### config.mk
export PLATFORM = sky130hd
export DESIGN_NAME = suc_queue
export DESIGN_NICKNAME = d
export VERILOG_FILES = /design/src/rtl/suc_pkg.sv /design/src/rtl/suc_queue.sv
export SDC_FILE = /design/constraint.sdc
export NUM_CORES = 1
export LEC_CHECK = 0
export ABC_AREA = 1
export BUFFER_PORTS_ARGS = -buffer_cell sky130_fd_sc_hd__buf_2
export CORE_MARGIN = 5
export CORE_UTILIZATION = 52
export DETAILED_ROUTE_END_ITERATION = 8
export PLACE_DENSITY = 0.79
export SLEW_MARGIN = 10
export SYNTH_ARGS = -nofsm -noshare
export SYNTH_HDL_FRONTEND = slang
export SYNTH_SLANG_ARGS = --single-unit
### constraint.sdc
create_clock -name clk -period 3.65 [get_ports clk]
set_clock_uncertainty 0.2 [all_clocks]
set_input_delay 0.5475 -clock clk [delete_from_list [all_inputs] [get_ports clk]]
set_output_delay 0.5475 -clock clk [all_outputs]
set_load 0.1 [all_outputs]
### src/rtl/suc_pkg.sv
// Shared types, constants and helpers for the stereo utility channel processor.
`timescale 1ns / 1ps
package suc_pkg;

  localparam int SAMPLE_W    = 24;
  localparam int GAIN_W      = 16;
  localparam int GAIN_FRAC   = 14;
  localparam int FLAG_W      = 3;
  localparam int DELAY_W     = 18;
  localparam int DELAY_FRAC  = 8;
  localparam int DELAY_DEPTH = 1024;
  localparam int ADDR_W      = $clog2(DELAY_DEPTH);
  localparam int CFG_IDX_W   = 3;
  localparam int CFG_DATA_W  = 32;
  localparam int SAT_IN_W    = 48;

  // option flag bit positions
  localparam int FLAG_INV_L = 0;
  localparam int FLAG_INV_R = 1;
  localparam int FLAG_MS    = 2;

  typedef enum logic [CFG_IDX_W-1:0] {
    REG_MASTER_GAIN  = 3'd0,
    REG_LEFT_GAIN    = 3'd1,
    REG_RIGHT_GAIN   = 3'd2,
    REG_MID_GAIN     = 3'd3,
    REG_SIDE_GAIN    = 3'd4,
    REG_OPTION_FLAGS = 3'd5,
    REG_DELAY_AMOUNT = 3'd6
  } reg_idx_t;

  typedef struct packed {
    logic [GAIN_W-1:0]  gain_main;
    logic [GAIN_W-1:0]  gain_l;
    logic [GAIN_W-1:0]  gain_r;
    logic [GAIN_W-1:0]  gain_m;
    logic [GAIN_W-1:0]  gain_s;
    logic [FLAG_W-1:0]  option_flags;
    logic [DELAY_W-1:0] delay_amount;
  } cfg_t;

  // one stereo item between front and back
  typedef struct packed {
    logic signed [SAMPLE_W-1:0] l;
    logic signed [SAMPLE_W-1:0] r;
    logic                       clip;
  } pair_t;

  typedef struct packed {
    logic                       hit;
    logic signed [SAMPLE_W-1:0] val;
  } sat_t;

  localparam logic signed [SAT_IN_W-1:0] SAT_HI = SAT_IN_W'((64'sd1 <<< (SAMPLE_W-1)) - 1);
  localparam logic signed [SAT_IN_W-1:0] SAT_LO = -SAT_HI - SAT_IN_W'(1);

  function automatic sat_t saturate(input logic signed [SAT_IN_W-1:0] v);
    sat_t s;
    if (v > SAT_HI) begin
      s.hit = 1'b1;
      s.val = SAMPLE_W'(SAT_HI);
    end else if (v < SAT_LO) begin
      s.hit = 1'b1;
      s.val = SAMPLE_W'(SAT_LO);
    end else begin
      s.hit = 1'b0;
      s.val = SAMPLE_W'(v);
    end
    return s;
  endfunction

endpackage

### src/rtl/suc_queue.sv
// Two-entry queue between front and back.
`timescale 1ns / 1ps
module suc_queue (
  input  logic           clk,
  input  logic           rst_n,
  input  logic           push,
  input  suc_pkg::pair_t push_item,
  output logic           full,
  input  logic           pop,
  output logic           q_valid,
  output suc_pkg::pair_t q_item
);

  suc_pkg::pair_t slot_r [2];
  logic       wp_r, rp_r;
  logic [1:0] cnt_r;

  assign full    = (cnt_r == 2'd2);
  assign q_valid = (cnt_r != 2'd0);
  assign q_item  = slot_r[rp_r];

  always_ff @(posedge clk) begin
    if (push) begin
      slot_r[wp_r] <= push_item;
    end
  end

  always_ff @(posedge clk) begin
    if (!rst_n) begin
      wp_r  <= 1'b0;
      rp_r  <= 1'b0;
      cnt_r <= 2'd0;
    end else begin
      if (push) wp_r <= ~wp_r;
      if (pop)  rp_r <= ~rp_r;
      cnt_r <= cnt_r + 2'(push) - 2'(pop);
    end
  end

endmodule

### After elaboration in Yosys (flattened, before gate mapping)

Memory sizes are Yosys's and may differ from the RTL's. A register that Yosys moved wholly into a read port is not among the register bits.
Index checks and enable logic that the tools add are counted.

| word-level totals | value |
|---|---|
| register bits | 4 |
| memory bits (writable) | 98 |
| logic and storage cells | 14 |
| memories kept | 1 |

| operators by class | value |
|---|---|
| add/subtract/negate cells | 2 |
| equality and inequality tests | 1 |
| muxes and demuxes | 4 |
| bitwise operators | 2 |
| reductions and logical operators | 1 |

Memory list:

| name | depth | width | read ports | clocked after Yosys merged registers in | wr ports | RTL line | text |
|---|---|---|---|---|---|---|---|
| slot_r | 2 | 49 | 1 | 1 | 1 | suc_queue.sv:14 | `suc_pkg::pair_t slot_r [2];` |

Operators with widths:

| operator | number |
|---|---|
| $mux 1 | 4 |
| $add 2x1->2 | 1 |
| $eq 2x2->1 const B | 1 |
| $not 1->1 | 2 |
| $reduce_bool 2->1 | 1 |
| $sub 2x1->2 | 1 |

### Longest topological paths before layout

| logic depth | value |
|---|---|
| depth in word-level cells | 3 |
| depth in mapped cells | 9 |
| depth with buffers taken out | 9 |

### Worst setup path after synthesis

No wires, ideal clock.

| path | value |
|---|---|
| path kind | input to register |
| start point | in push |
| end point | mem slot_r[0][0] (netlist name), enable pin |
| data arrival time | 2.646 ns |
| slack | 0.347 ns |
| cell stages on the path | 2 |
| path buffers | 0 |
| path through | inv_1 nor2_1 |

| on the way | value |
|---|---|
| cells in the longest elaborated chain, start to end | 2 |

Ends and longest elaborated chain:

| what | RTL line | text |
|---|---|---|
| start, declared | suc_queue.sv:6 | `input logic push,` |
| $mux 1 | suc_queue.sv:23 | `if (push) begin` |
| $mux 1 (not written as such) | suc_queue.sv:24 | `slot_r[wp_r] <= push_item;` |
| end, declared | suc_queue.sv:14 |  |

No other way between the ends.

==> impl_metrics.tcl <==
set metrics [dict create \
    finalHoldViolations 0 \
    clk_latency_ns 0.33 \
    core_area_um2 7180 \
    grt_pass1_vias 1983 \
    synth-seq-area-share_pct 79.9 \
    cts_sinks 103 \
    antenna_cells 0 \
    report.final.slew_viol_count 0 \
    ys_dominant_reg_cell "edfxtp_1" \
    dpl_cell_area_um2 4440 \
    antenna_found_initial 0 \
    root_buffer "clkbuf_8" \
    synth-seq-cells 103 \
    powerDensity_nw_per_um2 565 \
    detail-route-antenna-nets 0 \
    arrival_ns 2.04 \
    post_drt_wl_per_cell_um 15.7 \
    yosys_warnings 0 \
    ios 104 \
    dpl.hpwl_mm 4.38 \
    cts_max_level 3 \
    post-cts-setup-buffers 0 \
    min_period_ns 2.79 \
    fin_total_pwr_mw 2.60 \
    cts_buffers 9 \
    ys_types 13 \
    start_util_pct 53.0 \
    io_buffer_count 103 \
    ir_drop_v 0.000306 \
    nets 352 \
    synthesis.nets 240 \
    synth.top_cell.area_share_pct 77.3 \
    slew_headroom_pct 30.0 \
    worst_path_max_delay_cell "dfxtp_2" \
    drive_above_1_share_pct 57.0 \
    core.rowCount 31 \
    leakagePower_nw 1.78 \
    yosys.area.top_type "edfxtp_1" \
    dieArea_um2 9130 \
    worstPathRequired_ns 2.90 \
    finalInstanceArea_um2 4610 \
    post-route-period-util_pct 76.5 \
    synth_common_cells "edfxtp_1, mux2_2, mux2_4" \
    rsz0062_at_grt "false" \
    worst_pin_slew_ns 1.05 \
    grt_pass1_wl_mm 9.50 \
    dr.first_iter.drc_count 72 \
    tns_ns 0 \
    grt_overflow 0 \
    max-clock-path-buffers 2 \
    end_kind "output port" \
    gp_congestion 0.679 \
    crit_chain "buf_12 > mux2_2 > buf_2" \
    clk_pin_slew_worst_paths_ns 0.10 \
    synth_most_common_cell "edfxtp_1" \
    die_h_um 95.6 \
    final_util_pct 64.2 \
    setup_violations 0 \
    start_kind "register" \
    cap_violations 0 \
    synth_area_leaders "edfxtp_1, mux2_2, mux2_4" \
    ctsHoldBuffers 0 \
    area_growth_pct 21.0 \
    syn_area_um2 3810 \
    die_x_um 95.6 \
    dr.pass1.iters 4 \
    track_usage_pct 13.9 \
    ctsResizeCount 0 \
    vias_per_cell 4.84 \
    syn_avg_cell_area_um2 20.6 \
    synthCells 185 \
    drc 0 \
    critPathKind "reg -> out" \
    outcome "completed" \
    tritoncts "built" \
    hold_class "in -> reg" \
    slowest_delay_ns 0.76 \
    synth_edf_count 98 \
    crit_fanout 26 \
    num_vias 1942 \
    async_reset_ff_share_pct 0 \
    fmax_ghz 0.358 \
    finalWirelength_mm 6.31 \
    grt_max_degree 50 \
]
-- kinds of logic after synthesis --
logic type,synth area share (%)
muxes,15.5
buffers and inverters,1.97
and+or+nand+nor,1.81
adders and majority gates,0.657
AOI/OAI and AO/OA,0.131
DFF,79.9
-- metrics by stage --
| stage | instances | setup slack, ns | hold slack, ns |
|---|---|---|---|
| 6_report | 401 | 0.859 | 0.188 |
| 5_1_grt | 401 | 0.763 | 0.170 |
| 4_1_cts | 401 | 0.810 | 0.171 |
| 3_5_place_dp | 385 | 1.19 | 0.296 |
| 3_3_place_gp | 385 | 1.22 | 0.277 |
| 2_1_floorplan | 185 | 0.347 | 0.263 |
-- layout by cell type (no fill, tap or decap) --
| master | synthesis | routed |
|---|---|---|
| buf_2 | 0 | 103 |
| edfxtp_1 | 98 | 98 |
| mux2_2 | 39 | 39 |
| mux2_4 | 10 | 10 |
| nand2_1 | 9 | 9 |
| clkbuf_8 | 0 | 9 |
| nor2_1 | 8 | 7 |
| inv_1 | 7 | 6 |
| dfxtp_1 | 5 | 4 |
| ha_1 | 2 | 2 |
| clkinv_2 | 0 | 2 |
| clkbuf_1 | 0 | 2 |
| clkinvlp_4 | 0 | 2 |
| buf_4 | 3 | 2 |
| inv_2 | 0 | 1 |
| nor2_4 | 0 | 1 |
| a21oi_1 | 1 | 1 |
| nand3_1 | 1 | 1 |
| dfxtp_2 | 0 | 1 |
| inv_6 | 0 | 1 |
| buf_12 | 0 | 1 |
-- critical path: cells and delay by family, from the launching register on --
| kind | cells | cell delay, ns |
|---|---|---|
| multiplexers | 1 | 0.36 |
| buffers and inverters | 2 | 0.57 |
| flip-flops | 1 | 0.76 |
-- routing by layer --
metal  vias up  GRT usage [%]  share of wire [%]
li1        926              -                  -
met1       934           17.1                 39
met2        73           23.5                 51
met3         9           3.87                8.7
met4         0           5.33                1.5
met5         -              0                  0
-- where the power goes --
| part | switching [mW] | internal, mW |
|---|---|---|
| sequential | 0.0244 | 1.36 |
| clock | 0.355 | 0.249 |
| combinational | 0.489 | 0.121 |
-- worst paths after layout --
check / slack, ns / startpoint / depth (start not counted) / endpoint
worst min register to register: 0.31 / rp_r$_SDFFE_PN0P_ / 2 / register
worst max register to register: 1.80 / wp_r$_SDFFE_PN0P_ / 2 / slot_r[1][19]$_DFFE_PP_
worst min-delay path: 0.19 / push_item[48] / 1 / slot_r[0][48]$_DFFE_PP_
worst max-delay path: 0.86 / register / 3 / q_item[2]
-- sequential cells by signal (all words and copies together) (netlist names), named ones only --
name,count
rp_r,1
cnt_r,2
slot_r,98
wp_r,1
-- layout make-up --
cell class,count,area (um^2)
multi-input combinational,70,696
sequential,103,3040
timing repair buffer,106,551
inverter,7,26.3
tap,99,124
clock buffer,11,131
clock inverter,5,33.8
fill,555,2570
Power figures use the tool's default switching activity.
