## config.mk

```make
export PLATFORM = sky130hd
export DESIGN_NAME = suc_front_flat
export DESIGN_NICKNAME = d
export VERILOG_FILES = /design/src/rtl/suc_pkg.sv /design/src/rtl/suc_if.sv /design/src/rtl/suc_front.sv /design/src/flat_wrapper.sv
export SDC_FILE = /design/constraint.sdc
export NUM_CORES = 2
export LEC_CHECK = 0
export BUFFER_PORTS_ARGS = -buffer_cell sky130_fd_sc_hd__buf_4
export CAP_MARGIN = 5
export CORE_MARGIN = 4
export CORE_UTILIZATION = 60
export CTS_BUF_LIST = sky130_fd_sc_hd__clkbuf_4 sky130_fd_sc_hd__clkbuf_8 sky130_fd_sc_hd__clkbuf_16
export DETAILED_ROUTE_END_ITERATION = 7
export GPL_TIMING_DRIVEN = 0
export PLACE_DENSITY = 0.92
export SLEW_MARGIN = 20
export SYNTH_ARGS = -nofsm -noshare
export SYNTH_HDL_FRONTEND = slang
export SYNTH_SLANG_ARGS = --single-unit
export TNS_END_PERCENT = 10
```

## constraint.sdc

```tcl
create_clock -name clk -period 14.8 [get_ports clk]
set_input_delay 1.48 -clock clk [delete_from_list [all_inputs] [get_ports clk]]
set_output_delay 1.48 -clock clk [all_outputs]
set_load 0.01 [all_outputs]
```

## src/rtl/suc_pkg.sv

```systemverilog
// Shared types, constants and helpers for the stereo utility channel processor.
`timescale 1ns / 1ps
package suc_pkg;

  localparam int SAMPLE_W    = 24;
  localparam int GAIN_W      = 16;
  localparam int GAIN_FRAC   = 14;
  localparam int FLAG_W      = 3;
  localparam int DELAY_W     = 18;
  localparam int DELAY_FRAC  = 8;
  localparam int DELAY_DEPTH = 1024;
  localparam int ADDR_W      = $clog2(DELAY_DEPTH);
  localparam int CFG_IDX_W   = 3;
  localparam int CFG_DATA_W  = 32;
  localparam int SAT_IN_W    = 48;

  // option flag bit positions
  localparam int FLAG_INV_L = 0;
  localparam int FLAG_INV_R = 1;
  localparam int FLAG_MS    = 2;

  typedef enum logic [CFG_IDX_W-1:0] {
    REG_MASTER_GAIN  = 3'd0,
    REG_LEFT_GAIN    = 3'd1,
    REG_RIGHT_GAIN   = 3'd2,
    REG_MID_GAIN     = 3'd3,
    REG_SIDE_GAIN    = 3'd4,
    REG_OPTION_FLAGS = 3'd5,
    REG_DELAY_AMOUNT = 3'd6
  } reg_idx_t;

  typedef struct packed {
    logic [GAIN_W-1:0]  gain_main;
    logic [GAIN_W-1:0]  gain_l;
    logic [GAIN_W-1:0]  gain_r;
    logic [GAIN_W-1:0]  gain_m;
    logic [GAIN_W-1:0]  gain_s;
    logic [FLAG_W-1:0]  option_flags;
    logic [DELAY_W-1:0] delay_amount;
  } cfg_t;

  // one stereo item between front and back
  typedef struct packed {
    logic signed [SAMPLE_W-1:0] l;
    logic signed [SAMPLE_W-1:0] r;
    logic                       clip;
  } pair_t;

  typedef struct packed {
    logic                       hit;
    logic signed [SAMPLE_W-1:0] val;
  } sat_t;

  localparam logic signed [SAT_IN_W-1:0] SAT_HI = SAT_IN_W'((64'sd1 <<< (SAMPLE_W-1)) - 1);
  localparam logic signed [SAT_IN_W-1:0] SAT_LO = -SAT_HI - SAT_IN_W'(1);

  function automatic sat_t saturate(input logic signed [SAT_IN_W-1:0] v);
    sat_t s;
    if (v > SAT_HI) begin
      s.hit = 1'b1;
      s.val = SAMPLE_W'(SAT_HI);
    end else if (v < SAT_LO) begin
      s.hit = 1'b1;
      s.val = SAMPLE_W'(SAT_LO);
    end else begin
      s.hit = 1'b0;
      s.val = SAMPLE_W'(v);
    end
    return s;
  endfunction

endpackage

```

## src/rtl/suc_if.sv

```systemverilog
// Channel interfaces: input items, result items and configuration writes.
`timescale 1ns / 1ps
interface suc_in_if;
  logic                                valid;
  logic                                ready;
  logic signed [suc_pkg::SAMPLE_W-1:0] left_sample;
  logic signed [suc_pkg::SAMPLE_W-1:0] right_sample;
  modport source (output valid, left_sample, right_sample, input ready);
  modport sink   (input valid, left_sample, right_sample, output ready);
endinterface


```

## src/rtl/suc_front.sv

```systemverilog
// Front end: accepts items and, with the mid/side flag set, applies the mid/side matrix.
`timescale 1ns / 1ps
module suc_front (
  input  logic                 clk,
  input  logic                 rst_n,
  input  suc_pkg::cfg_t        cfg,
  suc_in_if.sink               in_ch,
  output logic                 push,
  output suc_pkg::pair_t       push_item,
  input  logic                 q_full
);

  typedef enum logic [2:0] {F_IDLE, F_MID, F_SIDE, F_REB, F_PUSH} fstate_t;

  fstate_t state_r;
  logic signed [suc_pkg::SAMPLE_W-1:0] l_r, r_r;
  logic signed [41:0] mp_r, sp_r;
  logic clip_r;

  logic signed [suc_pkg::SAMPLE_W:0] sum, dif, mul_a;
  logic [suc_pkg::GAIN_W-1:0] mul_g;
  logic signed [41:0] prod;
  logic signed [42:0] lm, rm;
  suc_pkg::sat_t ls, rs;

  assign sum   = {l_r[suc_pkg::SAMPLE_W-1], l_r} + {r_r[suc_pkg::SAMPLE_W-1], r_r};
  assign dif   = {r_r[suc_pkg::SAMPLE_W-1], r_r} - {l_r[suc_pkg::SAMPLE_W-1], l_r};
  assign mul_a = (state_r == F_MID) ? sum : dif;
  assign mul_g = (state_r == F_MID) ? cfg.gain_m : cfg.gain_s;
  assign prod  = mul_a * $signed({1'b0, mul_g});

  // rebuild with round half up over GAIN_FRAC+1 bits
  assign lm = ($signed({mp_r[41], mp_r}) - $signed({sp_r[41], sp_r})
               + (43'sd1 <<< suc_pkg::GAIN_FRAC)) >>> (suc_pkg::GAIN_FRAC + 1);
  assign rm = ($signed({mp_r[41], mp_r}) + $signed({sp_r[41], sp_r})
               + (43'sd1 <<< suc_pkg::GAIN_FRAC)) >>> (suc_pkg::GAIN_FRAC + 1);
  assign ls = suc_pkg::saturate(suc_pkg::SAT_IN_W'(lm));
  assign rs = suc_pkg::saturate(suc_pkg::SAT_IN_W'(rm));

  assign in_ch.ready = (state_r == F_IDLE);
  assign push        = (state_r == F_PUSH) && !q_full;
  assign push_item   = '{l: l_r, r: r_r, clip: clip_r};

  always_ff @(posedge clk) begin
    if (!rst_n) begin
      state_r <= F_IDLE;
    end else begin
      unique case (state_r)
        F_IDLE: begin
          if (in_ch.valid) begin
            l_r    <= in_ch.left_sample;
            r_r    <= in_ch.right_sample;
            clip_r <= 1'b0;
            state_r <= cfg.option_flags[suc_pkg::FLAG_MS] ? F_MID : F_PUSH;
          end
        end
        F_MID: begin
          mp_r    <= prod;
          state_r <= F_SIDE;
        end
        F_SIDE: begin
          sp_r    <= prod;
          state_r <= F_REB;
        end
        F_REB: begin
          l_r     <= ls.val;
          r_r     <= rs.val;
          clip_r  <= ls.hit | rs.hit;
          state_r <= F_PUSH;
        end
        F_PUSH: begin
          if (!q_full) begin
            state_r <= F_IDLE;
          end
        end
        default: state_r <= F_IDLE;
      endcase
    end
  end

endmodule

```

## src/flat_wrapper.sv

```systemverilog
// flat-port wrapper written by rule: the top's interface ports become plain ports
module suc_front_flat 
  (clk, rst_n, cfg, push, push_item, q_full, in_ch_valid, in_ch_left_sample, in_ch_right_sample, in_ch_ready);
  suc_in_if in_ch_i ();
  input  logic clk;
  input  logic rst_n;
  input  suc_pkg::cfg_t cfg;
  output logic push;
  output suc_pkg::pair_t push_item;
  input  logic q_full;
  input wire logic [$bits(in_ch_i.valid)-1:0] in_ch_valid;
  input wire logic [$bits(in_ch_i.left_sample)-1:0] in_ch_left_sample;
  input wire logic [$bits(in_ch_i.right_sample)-1:0] in_ch_right_sample;
  output wire logic [$bits(in_ch_i.ready)-1:0] in_ch_ready;
  assign in_ch_i.valid = in_ch_valid;
  assign in_ch_i.left_sample = in_ch_left_sample;
  assign in_ch_i.right_sample = in_ch_right_sample;
  assign in_ch_ready = in_ch_i.ready;
  suc_front u_core (.clk(clk), .rst_n(rst_n), .cfg(cfg), .in_ch(in_ch_i), .push(push), .push_item(push_item), .q_full(q_full));
endmodule
```

# Yosys cells after proc, flatten, opt, wreduce, memory -nomap -nowiden

Index checks and enable logic that the tools add are counted.

Flip-flop bits (word level): 136
Output and inout port bits: 51
Logic and storage cells: 48

Equal/unequal tests: 6
$lt $le $gt $ge: 4
Reductions and logical operators: 8
Bitwise operators: 1
Multiply operators: 1
Multiplexer cells: 16
Add/subtract/negate cells: 6

Operators by type and width:

| cell                                                            | count |
|---|---|
| two-way mux 25 bit                                              | 5 |
| one-hot mux 24 bit (2 select lines)                             | 2 |
| adder 43 x 16 -> 43 bit, second input constant                  | 2 |
| greater-than comparator 28 x 24 -> 1 bit, second input constant | 2 |
| less-than comparator 28 x 24 -> 1 bit, second input constant    | 2 |
| two-way mux 24 bit                                              | 2 |
| adder 42 x 42 -> 43 bit                                         | 1 |
| subtractor 42 x 42 -> 43 bit                                    | 1 |
| multiplier 25 x 17 -> 42 bit                                    | 1 |
| adder 24 x 24 -> 25 bit                                         | 1 |
| subtractor 24 x 24 -> 25 bit                                    | 1 |
| two-way mux 16 bit                                              | 1 |
| one-hot mux 3 bit (5 select lines)                              | 1 |
| two-way mux 3 bit                                               | 3 |
| == test 3 x 2 -> 1 bit, second input constant                   | 2 |
| AND reduction 2 bit                                             | 3 |
| != test 2 bit, second input constant                            | 2 |
| == test 3 x 1 -> 1 bit, second input constant                   | 1 |
| == test 3 bit, second input constant                            | 1 |
| logical NOT 3 bit                                               | 1 |
| AND reduction 3 bit                                             | 1 |
| one-hot mux 1 bit (2 select lines)                              | 1 |
| nonzero test 2 bit                                              | 1 |
| logical AND 1 bit                                               | 1 |
| 3 further kinds                                                 | 3 |

# Longest topological paths before layout

Depth in word-level cells: 7
Depth in mapped cells: 42
Mapped depth without buffers: 40

# Least setup slack after synthesis

Ideal clock, no wire load.

Path kind: register to register
Start: register u_core.state_r[2]
End: register u_core.mp_r[40], data pin
Required time: 14538 ps
Arrival: 9885 ps
Cell stages (with the launch flop): 41
Path buffers: 4
Slack: 4653 ps
Library setup time: 262 ps
Cell sequence: dfxtp_1 -> clkbuf_1 -> nor3b_1 -> clkbuf_1 -> clkbuf_1 -> nor2_1 -> xor2_1 -> ha_1 -> nor2b_1 -> o21a_1 -> o21ai_0 -> a21oi_1 -> o21ai_0 -> a21boi_0 -> o21ai_0 -> a21oi_1 -> xor2_1 -> buf_2 -> (+5 left out) -> fa_1 -> inv_1 -> fa_1 -> inv_1 -> fa_1 -> inv_1 -> fa_1 -> ha_1 -> a21oi_1 -> o21ai_0 -> or4_1 -> a221o_1 -> o21ai_1 -> a311oi_1 -> or4_1 -> a31o_2 -> a21oi_1 -> xnor2_1

Cells in the longest elaborated chain, start to end: 3
Elaborated cells on any way between the ends: 4
Classes of those cells: mul (1); eq/ne (1); mux (2)

Ends and longest elaborated chain:

| item                                                     | line                             | RTL |
|---|---|---|
| start: declaration                                       | suc_front.sv:15                  | `fstate_t state_r;` |
| start signal: assignment                                 | suc_front.sv:54                  | `state_r <= cfg.option_flags[suc_pkg::FLAG_MS] ? F_MID : F_PUSH;` |
| == test 3 x 1 -> 1 bit (*)                               | suc_front.sv:28, suc_front.sv:29 |  |
| two-way mux 25 bit or two-way mux 16 bit (tied branches) | suc_front.sv:28, suc_front.sv:29 |  |
| multiplier 25 x 17 -> 42 bit (*)                         | suc_front.sv:30                  | `assign prod = mul_a * $signed({1'b0, mul_g});` |
| via u_core.prod[40]                                      | suc_front.sv:22                  | `logic signed [41:0] prod;` |
| end signal: assignment                                   | suc_front.sv:58                  | `mp_r <= prod;` |
| end: declaration                                         | suc_front.sv:17                  | `logic signed [41:0] mp_r, sp_r;` |

Mark *: on every way through the listed nets, which the timed path passes. The rest lies on a longest branch.
A chain may end at the register's enable or synchronous reset.

# Worst setup path in the final report

Same ends and word-level chain as after synthesis.

==> impl_summary.log <==
[metrics] total setup buffers inserted after CTS: 0
[metrics] Final TNS setup: 0 ps
[metrics] type of element capturing the critical path: flop
[metrics] share of the synthesized area in the top cell type: 0.2934
[metrics] library cell with the largest summed area after synthesis: sky130_fd_sc_hd__fa_1
[metrics] maximum clock frequency: 0.07518 GHz
[metrics] net count of the mapped netlist: 3803
[metrics] count of endpoints failing setup in the final report: 0
[metrics] violated checks: DRC
[metrics] width of the die: 217.5 µm
[metrics] share of async-settable or async-resettable flops after synthesis: 0
[metrics] final weighted congestion in routability-driven placement: 1.017
[metrics] top_reg_cell synth: sky130_fd_sc_hd__edfxtp_1
[metrics] reported max-cap violation count: 0
[metrics] P&R area growth vs syn: 9.422%
[metrics] vias: 22.62k
[metrics] core footprint: 0.04327 mm²
[metrics] number of nets at the end of the flow: 3962
[metrics] # resized after CTS: 0
[metrics] Worst Hold Launch: u_core.state_r[0]$_SDFFE_PN0P_
[metrics] worst-path maximum fanout: 10
[metrics] count of clock tree sinks: 136
[metrics] Post-CTS Hold Buffers: 0
[metrics] overall die area: 0.04731 mm²
[metrics] type of the setup path with the least slack: reg2reg
[metrics] H-Tree Level Count: 4
[metrics] number of antenna violations at the first check in global routing: 0
[metrics] number of buffers added on ports: 135
[metrics] post-placement setup slack: 1759 ps
[metrics] post-route fraction of the period consumed by the critical path: 0.8987
[metrics] aggregate routed wire length: 80180 µm
[metrics] total overflow reported by the global router: 0
[metrics] post-synthesis cell count: 2972
[metrics] status: finished, violations left
[metrics] final-report hold violation count: 0
[metrics] minimum setup slack in the final design: 1499 ps
[metrics] syn_area_per_cell: 8.861 µm²
[metrics] via count of the first global-routing pass: 23.46k
[metrics] number of DRC markers after the initial detailed-route iteration: 2854
[metrics] number of inserted diodes: 0
[metrics] main area contributors after synthesis: sky130_fd_sc_hd__fa_1 29%, sky130_fd_sc_hd__edfxtp_1 15%, sky130_fd_sc_hd__ha_1 14%, sky130_fd_sc_hd__inv_1 8.1%, sky130_fd_sc_hd__nand2_1 5.9%
[metrics] overall track demand over capacity in global routing: 0.3416
[metrics] maximum clock insertion buffer count: 2
[metrics] CTS Buf Count: 17
[metrics] endpoint of the worst-slack reg-to-reg timing path: u_core.mp_r[40]$_DFFE_PP_
[metrics] DRC violation count after routing: 8
[metrics] slowest stage cell, crit path: sky130_fd_sc_hd__xor2_1
[metrics] number of slew-limit violations in the final report: 0
[metrics] Mapped Area: 0.02633 mm²
[metrics] cell chosen for the clock root: sky130_fd_sc_hd__clkbuf_16
[metrics] pin count of the biggest net entering global routing: 30
[metrics] Most common cell on crit path: sky130_fd_sc_hd__fa_1
[metrics] worst hold stages: 2
[metrics] r2r worst-path depth: 42
[metrics] Detail Placement HPWL: 65560 µm
[metrics] hold crit path type: reg2reg
[metrics] setup slack of the worst register-to-register path: 1500 ps
[metrics] Hold Crit Endpoint: u_core.state_r[1]$_SDFFE_PN0P_
[metrics] cell with the most instances after synthesis: sky130_fd_sc_hd__inv_1
[metrics] die span in y: 217.5 µm
[metrics] FP Rows: 76
[metrics] Yosys cell types: 78
[metrics] startpoint of the most critical register-to-register path: u_core.state_r[2]$_SDFFE_PN0P_
[metrics] TritonCTS clock tree: yes
[metrics] number of fill cells: 3326
[metrics] CP peak stage delay: 690 ps
[metrics] kind of start point of the critical path: flop
[metrics] clock transition at the registers of the reported paths: 60 ps
[metrics] Clk Latency, worst-skew pair: 450 ps
[metrics] post-route non-filler standard cell count: 3729
[metrics] Fin Clk Skew: 8.483 ps
[metrics] Synthesis Warnings: 0
[metrics] actual slew at the worst max-slew pin: 1207 ps
[metrics] number of placed instances, taps included: 3697
[metrics] fin crit period: 13300 ps
[metrics] Via-to-Cell Ratio: 6.067
[metrics] Detail Route Antenna Nets: 0
[metrics] Starting Density: 0.6086
[metrics] number of enable-type register cells in the synthesized netlist: 133
[metrics] wire length of the first global-routing pass: 125400 µm
[metrics] ratio of cells with drive above 1 in the final layout: 0.07443
[metrics] Arr. time, crit path: 13490 ps
[metrics] Relative slew margins: 0.1893
[metrics] setup repair after global routing missed its margin: false
[metrics] total I/O pin count: 204
[metrics] most instantiated cells after synthesis: 566 x sky130_fd_sc_hd__inv_1, 414 x sky130_fd_sc_hd__nand2_1, 386 x sky130_fd_sc_hd__fa_1
[metrics] share of the yosys chip area belonging to registers: 0.1539
[metrics] number of synthesized register bits: 136
[metrics] required time of the critical path: 14990 ps
[metrics] first-pass iteration count of the detailed router: 8
[metrics] mean routed wirelength per cell: 21.50 µm
flip-flops by register name (all words and copies together), names as in the netlist:
register	flops
u_core.mp_r	42
u_core.sp_r	42
u_core.l_r	24
u_core.r_r	24
u_core.state_r	3
u_core.clip_r	1
layout by cell type (no fill, tap or decap), types with 10 or more instances in the layout:
cell type                   count
sky130_fd_sc_hd__o21bai_1      15
sky130_fd_sc_hd__nor4_1        10
sky130_fd_sc_hd__buf_2         11
sky130_fd_sc_hd__and2_1        35
sky130_fd_sc_hd__a211oi_1      15
sky130_fd_sc_hd__ha_1         292
sky130_fd_sc_hd__xnor2_1       97
sky130_fd_sc_hd__fa_1         386
sky130_fd_sc_hd__clkbuf_1      69
sky130_fd_sc_hd__a21oi_1      134
sky130_fd_sc_hd__xor2_1        57
sky130_fd_sc_hd__inv_1        566
sky130_fd_sc_hd__o211ai_1      10
sky130_fd_sc_hd__nand2b_1      20
sky130_fd_sc_hd__nand2_1      414
sky130_fd_sc_hd__nor2b_1       26
sky130_fd_sc_hd__o21ai_0       77
sky130_fd_sc_hd__edfxtp_1     133
sky130_fd_sc_hd__and3_1        15
sky130_fd_sc_hd__o21a_1        15
sky130_fd_sc_hd__buf_4        141
sky130_fd_sc_hd__nand3_1       73
sky130_fd_sc_hd__nor3_1        30
sky130_fd_sc_hd__o311ai_1      16
sky130_fd_sc_hd__nor2_1       220
sky130_fd_sc_hd__a21o_1        52
sky130_fd_sc_hd__nand4_1       24
sky130_fd_sc_hd__clkbuf_16     17
critical path, delay by kind of cell, from the launching register on:
| family | cells | cell delay [ps] |
|---|---|---|
| AOI/OAI and AO/OA | 15 | 3690 |
| xor gates and xnor gates | 2 | 940 |
| adders and majority gates | 8 | 3850 |
| buffers and inverters | 11 | 2660 |
| DFF | 1 | 310 |
| and+or+nand+nor | 6 | 1580 |
through the flow:
stage               instance area [µm²]    util  hold WS [ps]
floorplan                         26330       -         561.5
global placement                  28080  0.6490         598.5
detailed placement                28220  0.6521         606.3
CTS                               28800  0.6656         618.5
global route                      28820  0.6660         659.2
finish                            28820  0.6660         627.5
cell families (layout without fill, tap and decap cells):
kind of cell | after synthesis | in the layout | share of synthesized area
simple gates | 906 | 906 | 0.1523
fa+ha+maj | 680 | 680 | 0.4329
buf+inv | 654 | 826 | 0.09507
compound gates | 426 | 426 | 0.1081
xor+xnor | 158 | 158 | 0.05312
flops | 136 | 136 | 0.1539
mux | 12 | 12 | 0.004561
area by class of cell:
class | instances | area [µm²] | area share
multi-input cells | 2182 | 19840 | 0.6884
plain buffers | 88 | 379.1 | 0.01316
well taps | 585 | 732.0 | 0.02540
inverters | 566 | 2125 | 0.07373
clock inverters | 12 | 126.4 | 0.004386
repair buffers | 140 | 1109 | 0.03847
flip-flops and latches | 136 | 4054 | 0.1407
clock buffers | 20 | 454.2 | 0.01576
worst max path at each step:
| stage | depth (start not counted) | from | endpoint | slack [ps] |
|---|---|---|---|---|
| after floorplan | 40 | u_core.state_r[2]$_SDFFE_PN0P_ | u_core.mp_r[40]$_DFFE_PP_ | 4650 |
| after global placement | 40 | u_core.state_r[2]$_SDFFE_PN0P_ | u_core.sp_r[41]$_DFFE_PP_ | 1400 |
| after detailed placement | 42 | u_core.state_r[2]$_SDFFE_PN0P_ | u_core.sp_r[40]$_DFFE_PP_ | 1760 |
| after CTS | 42 | u_core.state_r[2]$_SDFFE_PN0P_ | u_core.mp_r[40]$_DFFE_PP_ | 1650 |
| after global routing | 42 | u_core.state_r[2]$_SDFFE_PN0P_ | u_core.mp_r[40]$_DFFE_PP_ | 1090 |
| final | 42 | u_core.state_r[2]$_SDFFE_PN0P_ | u_core.mp_r[40]$_DFFE_PP_ | 1500 |
metal layers:
layer	vias to the layer above	global-route usage	wire length, µm
met5	-	0	0
met4	0	0.1959	5941
met3	422	0.08722	9667
met2	1534	0.5534	36990
met1	10790	0.4167	27580
li1	9882	-	-
Power is left out: the tool's default activity adds up to more than one toggle a clock period on the data nets, which glitch-free logic cannot reach.
